[config.mk]
export PLATFORM = sky130hd
export DESIGN_NAME = mkd_queue
export DESIGN_NICKNAME = d
export VERILOG_FILES = /design/src/rtl/mkd_pkg.sv /design/src/rtl/mkd_queue.sv
export SDC_FILE = /design/constraint.sdc
export NUM_CORES = 1
export LEC_CHECK = 0
export ABC_AREA = 1
export BUFFER_PORTS_ARGS = -buffer_cell sky130_fd_sc_hd__buf_4
export CORE_AREA = 8 8 45 47
export DETAILED_ROUTE_END_ITERATION = 12
export DIE_AREA = 0 0 53 55
export PLACE_DENSITY_LB_ADDON = 0.12
export SLEW_MARGIN = 10
export SYNTH_ARGS = -nofsm -noshare
export SYNTH_HDL_FRONTEND = slang
export SYNTH_SLANG_ARGS = --single-unit
[constraint.sdc]
create_clock -name clk -period 1.5 [get_ports clk]
set_input_delay 0.075 -clock clk [delete_from_list [all_inputs] [get_ports clk]]
set_output_delay 0.075 -clock clk [all_outputs]
set_load 0.01 [all_outputs]
[src/rtl/mkd_pkg.sv]
`timescale 1ns / 1ps
`default_nettype none

package mkd_pkg;

  // field widths
  localparam int TICK_W         = 8;
  localparam int CHAR_INDEX_W   = 6;
  localparam int PATTERN_BITS_W = 8;
  localparam int PATTERN_LEN_W  = 4;
  localparam int CFG_INDEX_W    = 2;
  localparam int CFG_DATA_W     = 8;

  // default build and queue sizing
  localparam int MAX_SYMBOLS_DEFAULT = 8;
  localparam int QUEUE_DEPTH_DEFAULT = 2;

  // register indexes
  localparam logic [CFG_INDEX_W-1:0] REG_DOT_MAX   = 2'd0;
  localparam logic [CFG_INDEX_W-1:0] REG_DASH_MAX  = 2'd1;
  localparam logic [CFG_INDEX_W-1:0] REG_GAP_TICKS = 2'd2;

  // register reset values
  localparam logic [TICK_W-1:0] DOT_MAX_RESET   = 8'd1;
  localparam logic [TICK_W-1:0] DASH_MAX_RESET  = 8'd3;
  localparam logic [TICK_W-1:0] GAP_TICKS_RESET = 8'd15;

  localparam logic [TICK_W-1:0] TICK_SAT = '1;

  // key levels
  localparam logic KEY_PRESSED  = 1'b0;
  localparam logic KEY_RELEASED = 1'b1;

  // symbol encoding
  localparam logic SYM_DOT  = 1'b0;
  localparam logic SYM_DASH = 1'b1;

  // code table: letters A-Z then digits 0-9, bit i is symbol i, 1 dash
  localparam int NUM_CHARS    = 36;
  localparam int CODE_MAX_LEN = 5;
  localparam int CODE_LEN_W   = 3;

  localparam logic [CODE_LEN_W-1:0] CODE_LEN [NUM_CHARS] = '{
    3'd2, 3'd4, 3'd4, 3'd3, 3'd1, 3'd4, 3'd3, 3'd4, 3'd2, 3'd4,
    3'd3, 3'd4, 3'd2, 3'd2, 3'd3, 3'd4, 3'd4, 3'd3, 3'd3, 3'd1,
    3'd3, 3'd4, 3'd3, 3'd4, 3'd4, 3'd4,
    3'd5, 3'd5, 3'd5, 3'd5, 3'd5, 3'd5, 3'd5, 3'd5, 3'd5, 3'd5
  };

  localparam logic [CODE_MAX_LEN-1:0] CODE_BITS [NUM_CHARS] = '{
    5'd2,  5'd1,  5'd5,  5'd1,  5'd0,  5'd4,  5'd3,  5'd0,  5'd0,  5'd14,
    5'd5,  5'd2,  5'd3,  5'd1,  5'd7,  5'd6,  5'd11, 5'd2,  5'd0,  5'd1,
    5'd4,  5'd8,  5'd6,  5'd9,  5'd13, 5'd3,
    5'd31, 5'd30, 5'd28, 5'd24, 5'd16, 5'd0,  5'd1,  5'd3,  5'd7,  5'd15
  };

  typedef struct packed {
    logic [TICK_W-1:0] dot_max;
    logic [TICK_W-1:0] dash_max;
    logic [TICK_W-1:0] gap_ticks;
  } cfg_t;

  typedef struct packed {
    logic                    hit;
    logic [CHAR_INDEX_W-1:0] index;
  } match_t;

  // first table entry whose length and symbols both match
  function automatic match_t match_code(input logic [CODE_MAX_LEN-1:0] bits,
                                        input logic [CODE_LEN_W-1:0] len);
    match_t m;
    m = '0;
    for (int k = NUM_CHARS - 1; k >= 0; k--) begin
      if (len == CODE_LEN[k] && bits == CODE_BITS[k]) begin
        m.hit   = 1'b1;
        m.index = CHAR_INDEX_W'(k);
      end
    end
    return m;
  endfunction

endpackage

`default_nettype wire

[src/rtl/mkd_queue.sv]
`timescale 1ns / 1ps
`default_nettype none

module mkd_queue
  import mkd_pkg::*;
#(
  parameter int WIDTH = 1,
  parameter int DEPTH = QUEUE_DEPTH_DEFAULT
) (
  input  wire logic             clk,
  input  wire logic             rst,
  input  wire logic             push,
  input  wire logic [WIDTH-1:0] push_data,
  output logic                  full,
  input  wire logic             pop,
  output logic [WIDTH-1:0]      head,
  output logic                  empty
);

  localparam int AW  = (DEPTH > 1) ? $clog2(DEPTH) : 1;
  localparam int CW  = $clog2(DEPTH + 1);

  logic [WIDTH-1:0] entries [DEPTH];
  logic [AW-1:0]    wr_ptr;
  logic [AW-1:0]    rd_ptr;
  logic [CW-1:0]    fill;
  logic             do_push;
  logic             do_pop;

  assign empty   = (fill == '0);
  assign full    = (fill == CW'(DEPTH));
  assign do_push = push && !full;
  assign do_pop  = pop && !empty;
  assign head    = entries[rd_ptr];

  always_ff @(posedge clk) begin
    if (do_push) begin
      entries[wr_ptr] <= push_data;
    end
  end

  always_ff @(posedge clk) begin
    if (rst) begin
      wr_ptr <= '0;
      rd_ptr <= '0;
      fill   <= '0;
    end else begin
      if (do_push) begin
        wr_ptr <= (wr_ptr == AW'(DEPTH - 1)) ? '0 : wr_ptr + 1'b1;
      end
      if (do_pop) begin
        rd_ptr <= (rd_ptr == AW'(DEPTH - 1)) ? '0 : rd_ptr + 1'b1;
      end
      case ({do_push, do_pop})
        2'b10:   fill <= fill + 1'b1;
        2'b01:   fill <= fill - 1'b1;
        default: fill <= fill;
      endcase
    end
  end

endmodule

`default_nettype wire

[Word level (Yosys, flattened, before mapping)]
Memories as Yosys holds them, arrays and structs flattened. A register that Yosys moved wholly into a read port is not among the register bits.
Index checks and enable logic that the tools add are counted.
Word-level totals
  register bits after elaboration: 4
  bits in writable memories: 2
  word-level logic and storage cells: 24
  memories kept: 1
Operators by class
  add/subtract/negate cells: 4
  equality and inequality tests: 3
  muxes and demuxes: 7
  reductions and logical operators: 6
Memory list
  entries: depth 2, width 1, read ports 1, clocked after memory_dff 1, wr ports 1, line mkd_queue.sv:23  | logic [WIDTH-1:0] entries [DEPTH];
Operator list (count)
  $mux 1: 6
  $eq 2x2->1 const B: 2
  $pmux 2 s2: 1
  $add 1x1->1 const B: 2
  $add 2x1->2 const B: 1
  $eq 2x1->1 const B: 1
  $logic_and 1x1->1: 2
  $logic_not 1->1: 2
  $logic_not 2->1: 1
  $reduce_bool 2->1: 1
  $sub 2x1->2 const B: 1

[Logic depth before layout (Yosys ltp)]
  word-level depth: 5
  mapped depth: 10

[Worst setup path before layout]
Ideal clock, no wire load.
  path kind: reg-to-reg
  from: register fill[0]
  to: register fill[1]
  arrival time: 1232 ps
  slack: 204 ps
  cell stages (with the launch flop): 10
  path buffers: 0
  period minus slack after synthesis: 1296 ps
  path through: dfxtp_1 -> nor2_4 -> nor2_4 -> inv_2 -> ha_1 -> inv_1 -> nand2_1 -> nor2_1 -> nor2_1 -> nor2_1
Between the ends
  word-level cells in the longest chain between the ends: 5
Ends and longest elaborated chain
  start: declaration: line mkd_queue.sv:26  | logic [CW-1:0] fill;
  start signal: assignment: line mkd_queue.sv:55  | 2'b10: fill <= fill + 1'b1;
  start signal: assignment: line mkd_queue.sv:56  | 2'b01: fill <= fill - 1'b1;
  start signal: assignment: line mkd_queue.sv:57  | default: fill <= fill;
  $eq 2x2->1 *: line mkd_queue.sv:31  | assign full = (fill == CW'(DEPTH));
  net full: line mkd_queue.sv:14  | output logic full,
  $logic_not 1->1 *: line mkd_queue.sv:32  | assign do_push = push && !full;
  $logic_and 1x1->1 *: line mkd_queue.sv:32
  $eq 2x1->1 or $eq 2x2->1 (tied branches): line mkd_queue.sv:54  | case ({do_push, do_pop})
  $pmux 2 s2 or $reduce_bool 2->1 (tied branches)
The timed path passes the listed nets; every way through them passes the cells marked *.
A chain may end at the register's enable or synchronous reset.

[Worst setup path after layout]
  from: register fill[1]
  to: register fill[1]
Between the ends
  word-level cells in the longest chain between the ends: 5
Ends and longest elaborated chain (line)
  $eq 2x2->1 or $logic_not 2->1 (tied branches): mkd_queue.sv:31, mkd_queue.sv:30
  $logic_not 1->1 (on tied branches): mkd_queue.sv:32, mkd_queue.sv:33
  $logic_and 1x1->1 (on tied branches): mkd_queue.sv:32, mkd_queue.sv:33
  $eq 2x1->1 or $eq 2x2->1 (tied branches): mkd_queue.sv:54
  $pmux 2 s2 or $reduce_bool 2->1 (tied branches)
Parallel ways exist; a longest one is shown, timed or not.

==> summary.md <==
| Metric | Value |
|---|---|
| Status | finished clean |
| Relative max-transition margin | 0.889 |
| Die area | ~3000 um^2 |
| DRC | 0 |
| # H-tree levels | 1 |
| Setup WS post-layout | 0.168 ns |
| Initial antenna violation count | 0 |
| Num ports | 8 |
| Initial core utilization | 0.249 |
| Worst Tran Pin Value | 0.166 ns |
| Design Area, Final | 454 um^2 |
| Crit Path Max Fanout | 4 |
| Setup tns final | 0 ns |
| Synth top area cells | dfxtp_1 29%, edfxtp_1 17%, nor2_1 11% |
| Clk sinks | 7 |
| GRT Util Overall | 0.0597 |
| Synth Net Count | 49 |
| Final setup violation count | 0 |
| Unrepaired setup endpoints after global routing | no |
| CP Class | reg -> reg |
| Power per cell area | 1520 nW/um^2 |
| Worst path most repeated cell | nor2_1 |
| Post-CTS Setup Repair Bufs | 0 |
| Vias | ~280 |
| Number of diodes | 0 |
| WL/cell | 8.97 um |
| Area delta synth->final | 32.0% |
| Ys Warns | 0 |
| Rows | 14 |
| Tmin final | 1.33 ns |
| Root buffer cell | clkbuf_4 |
| Share of cells above drive strength 1 | 0.345 |
| IO Port Bufs | 7 |
| Final Cycle Share | 0.888 |
| Max-slew violations | 0 |
| Die W | 53 um |
| Placed cell count | 66 |
| Peak VDD IR | around 0.00061 V |
| Total CTS buffers | 3 |
| Synthesized cell area | between 300 and 400 um^2 |
| Worst stage delay on the critical path | approximately 0.35 ns |
| Gate Count Post-Synth | 43 |
| Critical Path Sink Type | register |
| Skew-Pair Late Insertion Delay | 0.26 ns |
| First-pass GRT wire length | 1.19 mm |
| Yosys reg bits | 7 |
| Yosys top cell by area | dfxtp_1 |
| Commonest cells after routing, fill and taps aside | 10 x nor2_1, 7 x inv_1, 7 x nand2_1, 7 x buf_4, 4 x dfxtp_1 |
| Yosys cell types | 14 |
| CTS tree | yes |
| Dpl cell area | 417 um^2 |
| Clock slew at reported path FFs | 0.06 ns |
| Syn_area_per_cell | 8.00 um^2 |
| Largest net degree at the start of global routing | 6 |
| Total gr overflow | 0 |
| CP Cell Sequence | inv_2 > nor2_4 > nor2_4 > inv_2 > ha_1 > inv_1 > nand2_1 > nor2_1 > nor2_1 > nor2_1 |
| Vertical die dimension | 55 um |
| Final Skew | 0.00490 ns |
| Fmax | 751 MHz |
| Fin. Hold Viols | 0 |
| Net count, final | 62 |
| DP Worst Slack | 0.111 ns |
| WP data required | 1.70 ns |
| Most common cell after layout, fill and taps aside | nor2_1 |
| Slowest CP cell | dfxtp_1 |
| Dpl hpwl | 500 um |
| CTS Buffer Depth | 2 |
| Finished Layout Cells | 71 |
| Initial drt markers | 3 |
| Via density | 3.93 |
| CP Launch Type | register |
| Core area | 1380 um^2 |
| Vias in the first global route | 295 |
| Leak | 0.000220 uW |
| Seq/Total Area, Yosys | 0.465 |
| Max-cap viol count | 0 |
| CP Data Arrival Time | 1.53 ns |
| Final wirelength | 637 um |
| Post-synth top area share | 0.291 |
| ANT nets after route | 0 |
| Routability Congestion | 0.651 |
| Pre-antenna DRT Iters | 4 |
| Hold Crit Class | in -> reg |
metal layers:
metal | vias to the layer above | wire, um | global-route usage
met1 | 117 | 264 | 0.0581
li1 | 152 | - | -
met2 | 6 | 294 | 0.0801
met4 | 0 | 26 | 0.0905
met5 | - | 0 | 0
met3 | 4 | 52 | 0.0241
cells by family after synthesis:
kind of cell    after synthesis  synth area share
simple gates                 23             0.338
compound gates                2            0.0291
fa+ha+maj                     1            0.0364
flops                         7             0.465
buf+inv                       9            0.0982
mux                           1            0.0327
power breakdown:
| part | switching, uW | leakage [uW] | internal, uW |
|---|---|---|---|
| Combinational | 131 | 0.000145 | 108 |
| Clock | 77.9 | 0.0000150 | 102 |
| Sequential | 35.4 | 0.0000603 | 238 |
| Total | 245 | 0.000220 | 447 |
Yosys cell counts:
cell type,count
ha_1,1
nand2_2,1
nor2_4,3
inv_1,7
nand2_1,7
mux2_2,1
edfxtp_1,2
dfxtp_1,5
inv_2,2
a21oi_1,1
nor2_1,10
nand4_1,1
o21ai_0,1
nor2_2,1
stage by stage:
step | total power (uW) | hold WS, ns | util
floorplan | 439 | 0.174 | -
global placement | 520 | 0.265 | 0.301
detailed placement | 517 | 0.270 | 0.301
CTS | 706 | 0.121 | 0.327
global route | 758 | 0.150 | 0.328
finish | 692 | 0.120 | 0.328
path summary, 6_finish.rpt:
check        cells after the start       end    start  slack [ns]
min reg2reg                      2  register   rd_ptr        0.50
min                              4   fill[1]      rst        0.12
max                             10   fill[1]  fill[1]        0.17
max reg2reg                     10   fill[1]  fill[1]        0.17
repair_timing:
action / 4_1_cts / 5_1_grt
gates resized for setup: 0 / 1
hold endpoints to repair: 2 / 0
hold buffers: 1 / 0
setup endpoints to repair: 0 / 1
area by class of cell:
type                            instances  area (um^2)
Tap cell                               16         20.0
Timing Repair Buffer                    8         62.6
Clock buffer                            4         26.3
Inverter                                9         33.8
Sequential cell                         7          161
Multi-Input combinational cell         27          150
Fill cell                             153          930
critical path, delay by kind of cell (launching register included):
kind	cells	cell delay (ns)
buf+inv	3	0.21
fa+ha+maj	1	0.29
flops	1	0.35
simple gates	6	0.43
Note: power is estimated with default switching activity, not from simulation.
