### src/rtl/mkd_pkg.sv
`timescale 1ns / 1ps
`default_nettype none

package mkd_pkg;

  // field widths
  localparam int TICK_W         = 8;
  localparam int CHAR_INDEX_W   = 6;
  localparam int PATTERN_BITS_W = 8;
  localparam int PATTERN_LEN_W  = 4;
  localparam int CFG_INDEX_W    = 2;
  localparam int CFG_DATA_W     = 8;

  // default build and queue sizing
  localparam int MAX_SYMBOLS_DEFAULT = 8;
  localparam int QUEUE_DEPTH_DEFAULT = 2;

  // register indexes
  localparam logic [CFG_INDEX_W-1:0] REG_DOT_MAX   = 2'd0;
  localparam logic [CFG_INDEX_W-1:0] REG_DASH_MAX  = 2'd1;
  localparam logic [CFG_INDEX_W-1:0] REG_GAP_TICKS = 2'd2;

  // register reset values
  localparam logic [TICK_W-1:0] DOT_MAX_RESET   = 8'd1;
  localparam logic [TICK_W-1:0] DASH_MAX_RESET  = 8'd3;
  localparam logic [TICK_W-1:0] GAP_TICKS_RESET = 8'd15;

  localparam logic [TICK_W-1:0] TICK_SAT = '1;

  // key levels
  localparam logic KEY_PRESSED  = 1'b0;
  localparam logic KEY_RELEASED = 1'b1;

  // symbol encoding
  localparam logic SYM_DOT  = 1'b0;
  localparam logic SYM_DASH = 1'b1;

  // code table: letters A-Z then digits 0-9, bit i is symbol i, 1 dash
  localparam int NUM_CHARS    = 36;
  localparam int CODE_MAX_LEN = 5;
  localparam int CODE_LEN_W   = 3;

  localparam logic [CODE_LEN_W-1:0] CODE_LEN [NUM_CHARS] = '{
    3'd2, 3'd4, 3'd4, 3'd3, 3'd1, 3'd4, 3'd3, 3'd4, 3'd2, 3'd4,
    3'd3, 3'd4, 3'd2, 3'd2, 3'd3, 3'd4, 3'd4, 3'd3, 3'd3, 3'd1,
    3'd3, 3'd4, 3'd3, 3'd4, 3'd4, 3'd4,
    3'd5, 3'd5, 3'd5, 3'd5, 3'd5, 3'd5, 3'd5, 3'd5, 3'd5, 3'd5
  };

  localparam logic [CODE_MAX_LEN-1:0] CODE_BITS [NUM_CHARS] = '{
    5'd2,  5'd1,  5'd5,  5'd1,  5'd0,  5'd4,  5'd3,  5'd0,  5'd0,  5'd14,
    5'd5,  5'd2,  5'd3,  5'd1,  5'd7,  5'd6,  5'd11, 5'd2,  5'd0,  5'd1,
    5'd4,  5'd8,  5'd6,  5'd9,  5'd13, 5'd3,
    5'd31, 5'd30, 5'd28, 5'd24, 5'd16, 5'd0,  5'd1,  5'd3,  5'd7,  5'd15
  };

  typedef struct packed {
    logic [TICK_W-1:0] dot_max;
    logic [TICK_W-1:0] dash_max;
    logic [TICK_W-1:0] gap_ticks;
  } cfg_t;

  typedef struct packed {
    logic                    hit;
    logic [CHAR_INDEX_W-1:0] index;
  } match_t;

  // first table entry whose length and symbols both match
  function automatic match_t match_code(input logic [CODE_MAX_LEN-1:0] bits,
                                        input logic [CODE_LEN_W-1:0] len);
    match_t m;
    m = '0;
    for (int k = NUM_CHARS - 1; k >= 0; k--) begin
      if (len == CODE_LEN[k] && bits == CODE_BITS[k]) begin
        m.hit   = 1'b1;
        m.index = CHAR_INDEX_W'(k);
      end
    end
    return m;
  endfunction

endpackage

`default_nettype wire

### src/rtl/mkd_front.sv
`timescale 1ns / 1ps
`default_nettype none

module mkd_front
  import mkd_pkg::*;
#(
  parameter int MAX_SYMBOLS = MAX_SYMBOLS_DEFAULT
) (
  input  wire logic                                  clk,
  input  wire logic                                  rst,
  input  wire cfg_t                                  cfg,
  input  wire logic                                  take,
  input  wire logic                                  key_level,
  output logic                                       push,
  output logic [MAX_SYMBOLS+$clog2(MAX_SYMBOLS+1):0] push_data
);

  localparam int CNT_W = $clog2(MAX_SYMBOLS + 1);
  localparam int IDX_W = $clog2(MAX_SYMBOLS);

  logic                   previous_level;
  logic [TICK_W-1:0]      press_ticks;
  logic [TICK_W-1:0]      release_ticks;
  logic                   char_started;
  logic [MAX_SYMBOLS-1:0] symbol_store;
  logic [CNT_W-1:0]       symbol_count;
  logic                   overflow_flag;

  logic [TICK_W-1:0]      press_ticks_next;
  logic [TICK_W-1:0]      release_ticks_next;
  logic                   char_started_next;
  logic [MAX_SYMBOLS-1:0] symbol_store_next;
  logic [CNT_W-1:0]       symbol_count_next;
  logic                   overflow_flag_next;
  logic                   append;
  logic                   append_sym;
  logic                   emit;

  always_comb begin
    press_ticks_next   = press_ticks;
    release_ticks_next = release_ticks;
    char_started_next  = char_started;
    symbol_store_next  = symbol_store;
    symbol_count_next  = symbol_count;
    overflow_flag_next = overflow_flag;
    append             = 1'b0;
    append_sym         = SYM_DOT;

    if (key_level == KEY_PRESSED) begin
      if (press_ticks != TICK_SAT) begin
        press_ticks_next = press_ticks + 1'b1;
      end
      release_ticks_next = '0;
    end else begin
      if (release_ticks != TICK_SAT) begin
        release_ticks_next = release_ticks + 1'b1;
      end
      // release edge classifies the press that just ended
      if (previous_level == KEY_PRESSED) begin
        char_started_next = 1'b1;
        if (press_ticks <= cfg.dot_max) begin
          append     = 1'b1;
          append_sym = SYM_DOT;
        end else if (press_ticks <= cfg.dash_max) begin
          append     = 1'b1;
          append_sym = SYM_DASH;
        end
      end
      press_ticks_next = '0;
    end

    if (append) begin
      if (symbol_count < CNT_W'(MAX_SYMBOLS)) begin
        symbol_store_next[symbol_count[IDX_W-1:0]] = append_sym;
        symbol_count_next = symbol_count + 1'b1;
      end else begin
        overflow_flag_next = 1'b1;
      end
    end

    emit = (release_ticks_next >= cfg.gap_ticks) && char_started_next;
  end

  assign push      = take && emit;
  assign push_data = {overflow_flag_next, symbol_count_next, symbol_store_next};

  always_ff @(posedge clk) begin
    if (rst) begin
      previous_level <= KEY_RELEASED;
      press_ticks    <= '0;
      release_ticks  <= '0;
      char_started   <= 1'b0;
      symbol_store   <= '0;
      symbol_count   <= '0;
      overflow_flag  <= 1'b0;
    end else if (take) begin
      previous_level <= key_level;
      press_ticks    <= press_ticks_next;
      if (emit) begin
        release_ticks <= '0;
        char_started  <= 1'b0;
        symbol_store  <= '0;
        symbol_count  <= '0;
        overflow_flag <= 1'b0;
      end else begin
        release_ticks <= release_ticks_next;
        char_started  <= char_started_next;
        symbol_store  <= symbol_store_next;
        symbol_count  <= symbol_count_next;
        overflow_flag <= overflow_flag_next;
      end
    end
  end

endmodule

`default_nettype wire

### config.mk
export PLATFORM = sky130hd
export DESIGN_NAME = mkd_front
export DESIGN_NICKNAME = d
export VERILOG_FILES = /design/src/rtl/mkd_pkg.sv /design/src/rtl/mkd_front.sv
export SDC_FILE = /design/constraint.sdc
export NUM_CORES = 1
export LEC_CHECK = 0
export BUFFER_PORTS_ARGS = -buffer_cell sky130_fd_sc_hd__buf_2
export CORE_UTILIZATION = 55
export CTS_BUF_LIST = sky130_fd_sc_hd__clkbuf_2
export CTS_CLUSTER_DIAMETER = 120
export DETAILED_ROUTE_END_ITERATION = 7
export GPL_TIMING_DRIVEN = 0
export PLACE_DENSITY = 0.81
export SYNTH_ARGS = -nofsm -noshare
export SYNTH_HDL_FRONTEND = slang
export SYNTH_SLANG_ARGS = --single-unit
### constraint.sdc
create_clock -name clk -period 5.64 [get_ports clk]
set_clock_uncertainty 0.1 [all_clocks]
set_input_delay 0.846 -clock clk [delete_from_list [all_inputs] [get_ports clk]]
set_output_delay 0.846 -clock clk [all_outputs]
set_load 0.005 [all_outputs]
Word level (Yosys, flattened, before mapping)
Index checks and enable logic that the tools add are counted.
{"block": "totals", "register_bits": 31, "inputBits": 28, "output_inout_bits": 14, "elab_cells": 50}
{"block": "op_classes", "addsub": 3, "magnitude_cmp": 6, "n_eq_ne": 2, "n_mux": 27, "reduce_logical": 5}
{"op": "$mux W8", "n": 8}
{"op": "$add A8 B1 Y8 const B", "n": 2}
{"op": "$le A8 B8 Y1", "n": 2}
{"op": "$ne A8 B8 Y1 const B", "n": 2}
{"op": "$mux W1", "n": 14}
{"op": "$mux W4", "n": 3}
{"op": "$bwmux W8", "n": 1}
{"op": "$ge A8 B8 Y1", "n": 1}
{"op": "$add A4 B1 Y4 const B", "n": 1}
{"op": "$lt A3 B4 Y1 const B", "n": 1}
{"op": "$lt A4 B4 Y1 const B", "n": 1}
{"op": "$demux W1 S3", "n": 1}
{"op": "$ge A3 B1 Y1 const B", "n": 1}
{"op": "$logic_and A1 B1 Y1", "n": 3}
{"op": "$reduce_and A2 Y1", "n": 1}
{"op": "$reduce_bool A2 Y1", "n": 1}

Logic depth before layout (Yosys ltp)
{"block": "depth", "ltp_word": 9, "ltp_mapped": 15, "depth_no_buf": 14}

Worst setup path before layout
Ideal clock, no wire load.
{"block": "synth_timing", "kind": "input port to output port", "from": "input cfg[9] (netlist bit)", "to": "output push_data[4]", "t_arrival_ps": 2687, "required_time_ps": 4694, "setup_slack_ps": 2007, "cell_stages": 8, "path_buffers": 0, "path_cell_list": "inv_1 ha_1 nor2b_1 o211ai_1 a21oi_1 o21a_1 a2111oi_1 mux2_1"}
{"block": "synth_between", "elab_chain_cells": 8, "elab_cells_between_ends": 11, "classes_between": "order compare (1); mux (10)"}
{"element": "start, declared", "line": "mkd_front.sv:11", "text": "input wire cfg_t cfg,"}
{"element": "$le A8 B8 Y1 (*)", "line": "mkd_front.sv:64", "text": "end else if (press_ticks <= cfg.dash_max) begin"}
{"element": "$mux W1 (*)", "line": "mkd_front.sv:64"}
{"element": "$mux W1", "line": "mkd_front.sv:61", "text": "if (press_ticks <= cfg.dot_max) begin"}
{"element": "$mux W1", "line": "mkd_front.sv:59", "text": "if (previous_level == KEY_PRESSED) begin"}
{"element": "$mux W1", "line": "mkd_front.sv:49", "text": "if (key_level == KEY_PRESSED) begin"}
{"element": "$bwmux W8", "line": "mkd_front.sv:74", "text": "symbol_store_next[symbol_count[IDX_W-1:0]] = append_sym;"}
{"element": "$mux W8", "line": "mkd_front.sv:73", "text": "if (symbol_count < CNT_W'(MAX_SYMBOLS)) begin"}
{"element": "$mux W8 (*)", "line": "mkd_front.sv:72", "text": "if (append) begin"}
{"element": "end, declared", "line": "mkd_front.sv:15", "text": "output logic [MAX_SYMBOLS+$clog2(MAX_SYMBOLS+1):0] push_data"}
Every way passes the cells marked *; elsewhere a longest branch is shown, timed or not.

Worst setup path after layout
{"block": "layout_timing", "from": "register release_ticks[0]", "to": "output push"}
{"block": "layout_between", "elab_chain_cells": 6, "elab_cells_between_ends": 7, "classes_between": "add/sub (1); order compare (1); eq/ne (1); mux (2); reduce/logical (2)"}
{"element": "start, declared", "line": "mkd_front.sv:23", "text": "logic [TICK_W-1:0] release_ticks;"}
{"element": "start signal, assigned", "line": "mkd_front.sv:106", "text": "release_ticks <= release_ticks_next;"}
{"element": "$add A8 B1 Y8 or $ne A8 B8 Y1 (tied branches)", "line": "mkd_front.sv:56, mkd_front.sv:55"}
{"element": "$mux W8 (*)", "line": "mkd_front.sv:55", "text": "if (release_ticks != TICK_SAT) begin"}
{"element": "$mux W8 (*)", "line": "mkd_front.sv:49"}
{"element": "$ge A8 B8 Y1 (*)", "line": "mkd_front.sv:81", "text": "emit = (release_ticks_next >= cfg.gap_ticks) && char_started_next;"}
{"element": "$logic_and A1 B1 Y1 (*)", "line": "mkd_front.sv:81"}
{"element": "$logic_and A1 B1 Y1 (*)", "line": "mkd_front.sv:84", "text": "assign push = take && emit;"}
{"element": "end, declared", "line": "mkd_front.sv:14", "text": "output logic push,"}
Marked as above.

==> key figures <==
Outcome
  • Outcome: finished clean

Synth
  • Proportion of netlist area held by the largest area contributor: 0.253
  • Number of warning messages in the yosys log: 0
  • Most frequent cell after synthesis: sky130_fd_sc_hd__nor2_1
  • Post-synth net total: 375
  • Post-synthesis register bit count: 31
  • Flip-flop cell with the highest count after synthesis: sky130_fd_sc_hd__dfxtp_1
  • Leading post-synthesis cells by cell area: sky130_fd_sc_hd__dfxtp_1 25%, sky130_fd_sc_hd__ha_1 14%, sky130_fd_sc_hd__nor2_1 5.0%
  • Fraction of registers with async set/reset: 0
  • Post-synthesis instance total: 320
  • Most instantiated cells after synthesis: 33 x sky130_fd_sc_hd__nor2_1, 31 x sky130_fd_sc_hd__dfxtp_1, 30 x sky130_fd_sc_hd__inv_1, 30 x sky130_fd_sc_hd__nand2_1, 27 x sky130_fd_sc_hd__ha_1
  • Average cell area after synthesis: 7.67 um2
  • Number of synthesized flops with an enable pin: 0
  • Cell taking the most area after synthesis: sky130_fd_sc_hd__dfxtp_1
  • Cell area after synthesis: 2450 um2
  • Sequential cell area fraction in the yosys report: 0.253
  • Unique cell type count in the Yosys netlist: 54

Drt
  • Starting DRT DRC Count: 187
  • Vias per std cell: 5.91
  • Total number of vias: 2464
  • Number of routed nets with antenna violations: 0
  • DR WL/cell: 13.7 um
  • Router iterations before antenna repair: 4
  • Routed Wire Length: 5710 um
  • Residual DRC: 0

Clocking
  • CTS tree: built
  • Htree depth: 2
  • Clock net sink count: 31
  • Post-CTS Hold Buffers: 0
  • Root Driver: sky130_fd_sc_hd__clkbuf_2
  • Clk buf depth: 2
  • Insertion delay to the later sink of the worst-skew pair: 370 ps
  • Clock buffer count from CTS: 5
  • CTS clk-pin slew, worst paths: 180 ps
  • Post_cts resized: 0
  • Post-CTS Setup Inserts: 0

Floorplanning
  • DIE HEIGHT: 68.8 um
  • Number of cell rows: 23
  • Initial core utilization: 0.592
  • Area of the core: 4140 um2
  • Floorplan die width: 68.8 um
  • I/O pin count: 42
  • Die area: 4730 um2

Critical path
  • Start-to-end type of the worst setup path: reg2out
  • Data arrival time of the worst path: 3380 ps
  • Biggest fanout along the worst timing path: 6
  • Number of cell instances on the worst register-to-register path: 15
  • Worst Setup End Kind: output pin
  • Data required time at the worst endpoint: 4690 ps
  • Reg-to-reg critical path startpoint: release_ticks[0]
  • Element type at the critical path start: register
  • Internal reg-to-reg setup slack: 1790 ps
  • RR Endpoint: symbol_store[5]

GRT
  • Routing usage on met1: 0.332
  • Wire length of the first global-routing pass: 9260 um
  • Initial antenna violation count: 0
  • GR Util met2: 0.452
  • Layer with the highest usage: met2
  • Residual overflow from global routing: 0
  • Met3 track utilization from global routing: 0.0493
  • Number of global-route vias before repair: 2149
  • Largest net degree at the start of global routing: 11
  • GR Util All Layers: 0.260

Timing
  • Total count of max-transition violations in the final report: 0
  • RSZ-0062 raised after global routing: false
  • Relative slew slack: 0.443
  • Slew at the pin closest to its max-slew limit: 830 ps
  • Final-report hold violation count: 0
  • Fraction of the cycle the final worst path needs: 0.767
  • F_max: 231 MHz
  • Setup violations, final: 0
  • Final critical-path required period: 4320 ps
  • Total negative slack for setup checks: 0 ps
  • Setup WS post-layout: 1320 ps

Power
  • Total power per unit cell area: 159 nW/um2
  • Leak: 1.24 nW
  • Peak supply drop: 0.000125 V

Cells and area
  • Layout overhead on the synthesized area: 13.1%
  • Number of diodes added for antenna fixing: 0
  • Nets: 421
  • Layout cells sized above 1: 0.155
  • Area used by sequential logic in the layout: 621 um2
  • Number of fillers in the final layout: 371
  • Combined area of the multi-input logic cells: 1650 um2

Place
  • Minimum setup slack after placement: 1590 ps
  • Last weighted congestion value of the routability-driven placer: 0.828
  • Number of buffers added on ports: 39
  • DP HPWL: 4280 um

Worst hold path
  • Startpoint of the most critical hold path: symbol_store[7]
  • WHS Path Cells: 2
  • WHS Endpoint: symbol_store[7]
  • Class of the tightest hold or removal check: reg2reg

Flow run
  • Maximum Capacitance Violations: 0
sequential cells by signal (all words and copies together) (netlist names):
name            flops
char_started        1
overflow_flag       1
press_ticks         8
previous_level      1
release_ticks       8
symbol_count        4
symbol_store        8
critical path, cell delays in order, from the launching register on:
cell	delay, ps
sky130_fd_sc_hd__dfxtp_1	460
sky130_fd_sc_hd__ha_1	240
sky130_fd_sc_hd__and3_1	250
sky130_fd_sc_hd__nand3_1	240
sky130_fd_sc_hd__xor2_1	240
sky130_fd_sc_hd__nand2_1	80
sky130_fd_sc_hd__ha_1	280
sky130_fd_sc_hd__nand2b_1	140
sky130_fd_sc_hd__a211oi_1	330
sky130_fd_sc_hd__nor2_1	100
sky130_fd_sc_hd__o21a_1	180
sky130_fd_sc_hd__o21ai_1	150
sky130_fd_sc_hd__a211oi_1	150
sky130_fd_sc_hd__buf_2	160
area by class of cell:
| type | count | share of cell area |
|---|---|---|
| plain buffers | 17 | 0.0266 |
| flip-flops and latches | 31 | 0.224 |
| multi-input cells | 242 | 0.594 |
| clock buffers | 5 | 0.00901 |
| repair buffers | 39 | 0.0703 |
| clock inverters | 3 | 0.0140 |
| inverters | 30 | 0.0406 |
| well taps | 50 | 0.0225 |
per-stage QoR:
step                      cell area [um2]  utilization  instances  total power, mW  hold slack, ps
after global placement               2710        0.655        409            0.286             351
after detailed placement             2710        0.655        409            0.287             363
after floorplan                      2450            -        320            0.267             341
after CTS                            2780        0.670        417            0.444             396
final                                2780        0.670        417            0.442             401
after global routing                 2780        0.670        417            0.459             425
worst max-delay path by stage:
stage               depth (start not counted)        startpoint           end  slack, ps
floorplan                                   8            cfg[9]  push_data[4]       2010
global placement                           10            cfg[9]  push_data[4]       1580
detailed placement                         10            cfg[9]  push_data[4]       1590
CTS                                        13  release_ticks[0]          push       1310
global route                               13  release_ticks[0]          push       1000
finish                                     13  release_ticks[0]          push       1320
layout by cell type (no fill, tap or decap), types with 4 or more instances in the layout:
| master | count |
|---|---|
| sky130_fd_sc_hd__ha_1 | 27 |
| sky130_fd_sc_hd__xor2_1 | 6 |
| sky130_fd_sc_hd__nand2_1 | 30 |
| sky130_fd_sc_hd__clkbuf_2 | 5 |
| sky130_fd_sc_hd__o21ai_1 | 5 |
| sky130_fd_sc_hd__and3_1 | 4 |
| sky130_fd_sc_hd__a211oi_1 | 4 |
| sky130_fd_sc_hd__clkbuf_1 | 12 |
| sky130_fd_sc_hd__o21ai_0 | 5 |
| sky130_fd_sc_hd__nand2b_1 | 5 |
| sky130_fd_sc_hd__a31oi_1 | 14 |
| sky130_fd_sc_hd__nand4_1 | 12 |
| sky130_fd_sc_hd__o311ai_0 | 5 |
| sky130_fd_sc_hd__mux2_1 | 7 |
| sky130_fd_sc_hd__a22oi_1 | 7 |
| sky130_fd_sc_hd__nor2_1 | 33 |
| sky130_fd_sc_hd__dfxtp_1 | 31 |
| sky130_fd_sc_hd__nor2b_1 | 4 |
| sky130_fd_sc_hd__buf_2 | 41 |
| sky130_fd_sc_hd__inv_1 | 30 |
| sky130_fd_sc_hd__nor3_1 | 6 |
| sky130_fd_sc_hd__nand3_1 | 12 |
| sky130_fd_sc_hd__a21oi_1 | 15 |
report_power, final:
| part | switching (mW) | leakage, nW | internal, mW |
|---|---|---|---|
| Combinational | 0.0365 | 0.947 | 0.0232 |
| Sequential | 0.00218 | 0.250 | 0.222 |
| Clock | 0.0857 | 0.0404 | 0.0730 |
| Total | 0.124 | 1.24 | 0.318 |
layer usage:
| layer | share of wire | up-vias | routed length [um] |
|---|---|---|---|
| met3 | 0.057 | 4 | 328 |
| li1 | - | 1246 | - |
| met2 | 0.47 | 69 | 2680 |
| met1 | 0.47 | 1145 | 2660 |
| met5 | 0 | - | 0 |
| met4 | 0.0051 | 0 | 29 |
cell families (layout without fill, tap and decap cells):
logic type                 Yosys count  after routing  synth area share
adders and majority gates           27             27             0.138
xor gates and xnor gates             9              9            0.0321
buffers and inverters               47             94            0.0759
muxes                                8              8            0.0362
AOI/OAI and AO/OA                   81             81             0.232
DFF                                 31             31             0.253
and+or+nand+nor                    117            117             0.233
Note: power is estimated with default switching activity, not from simulation.
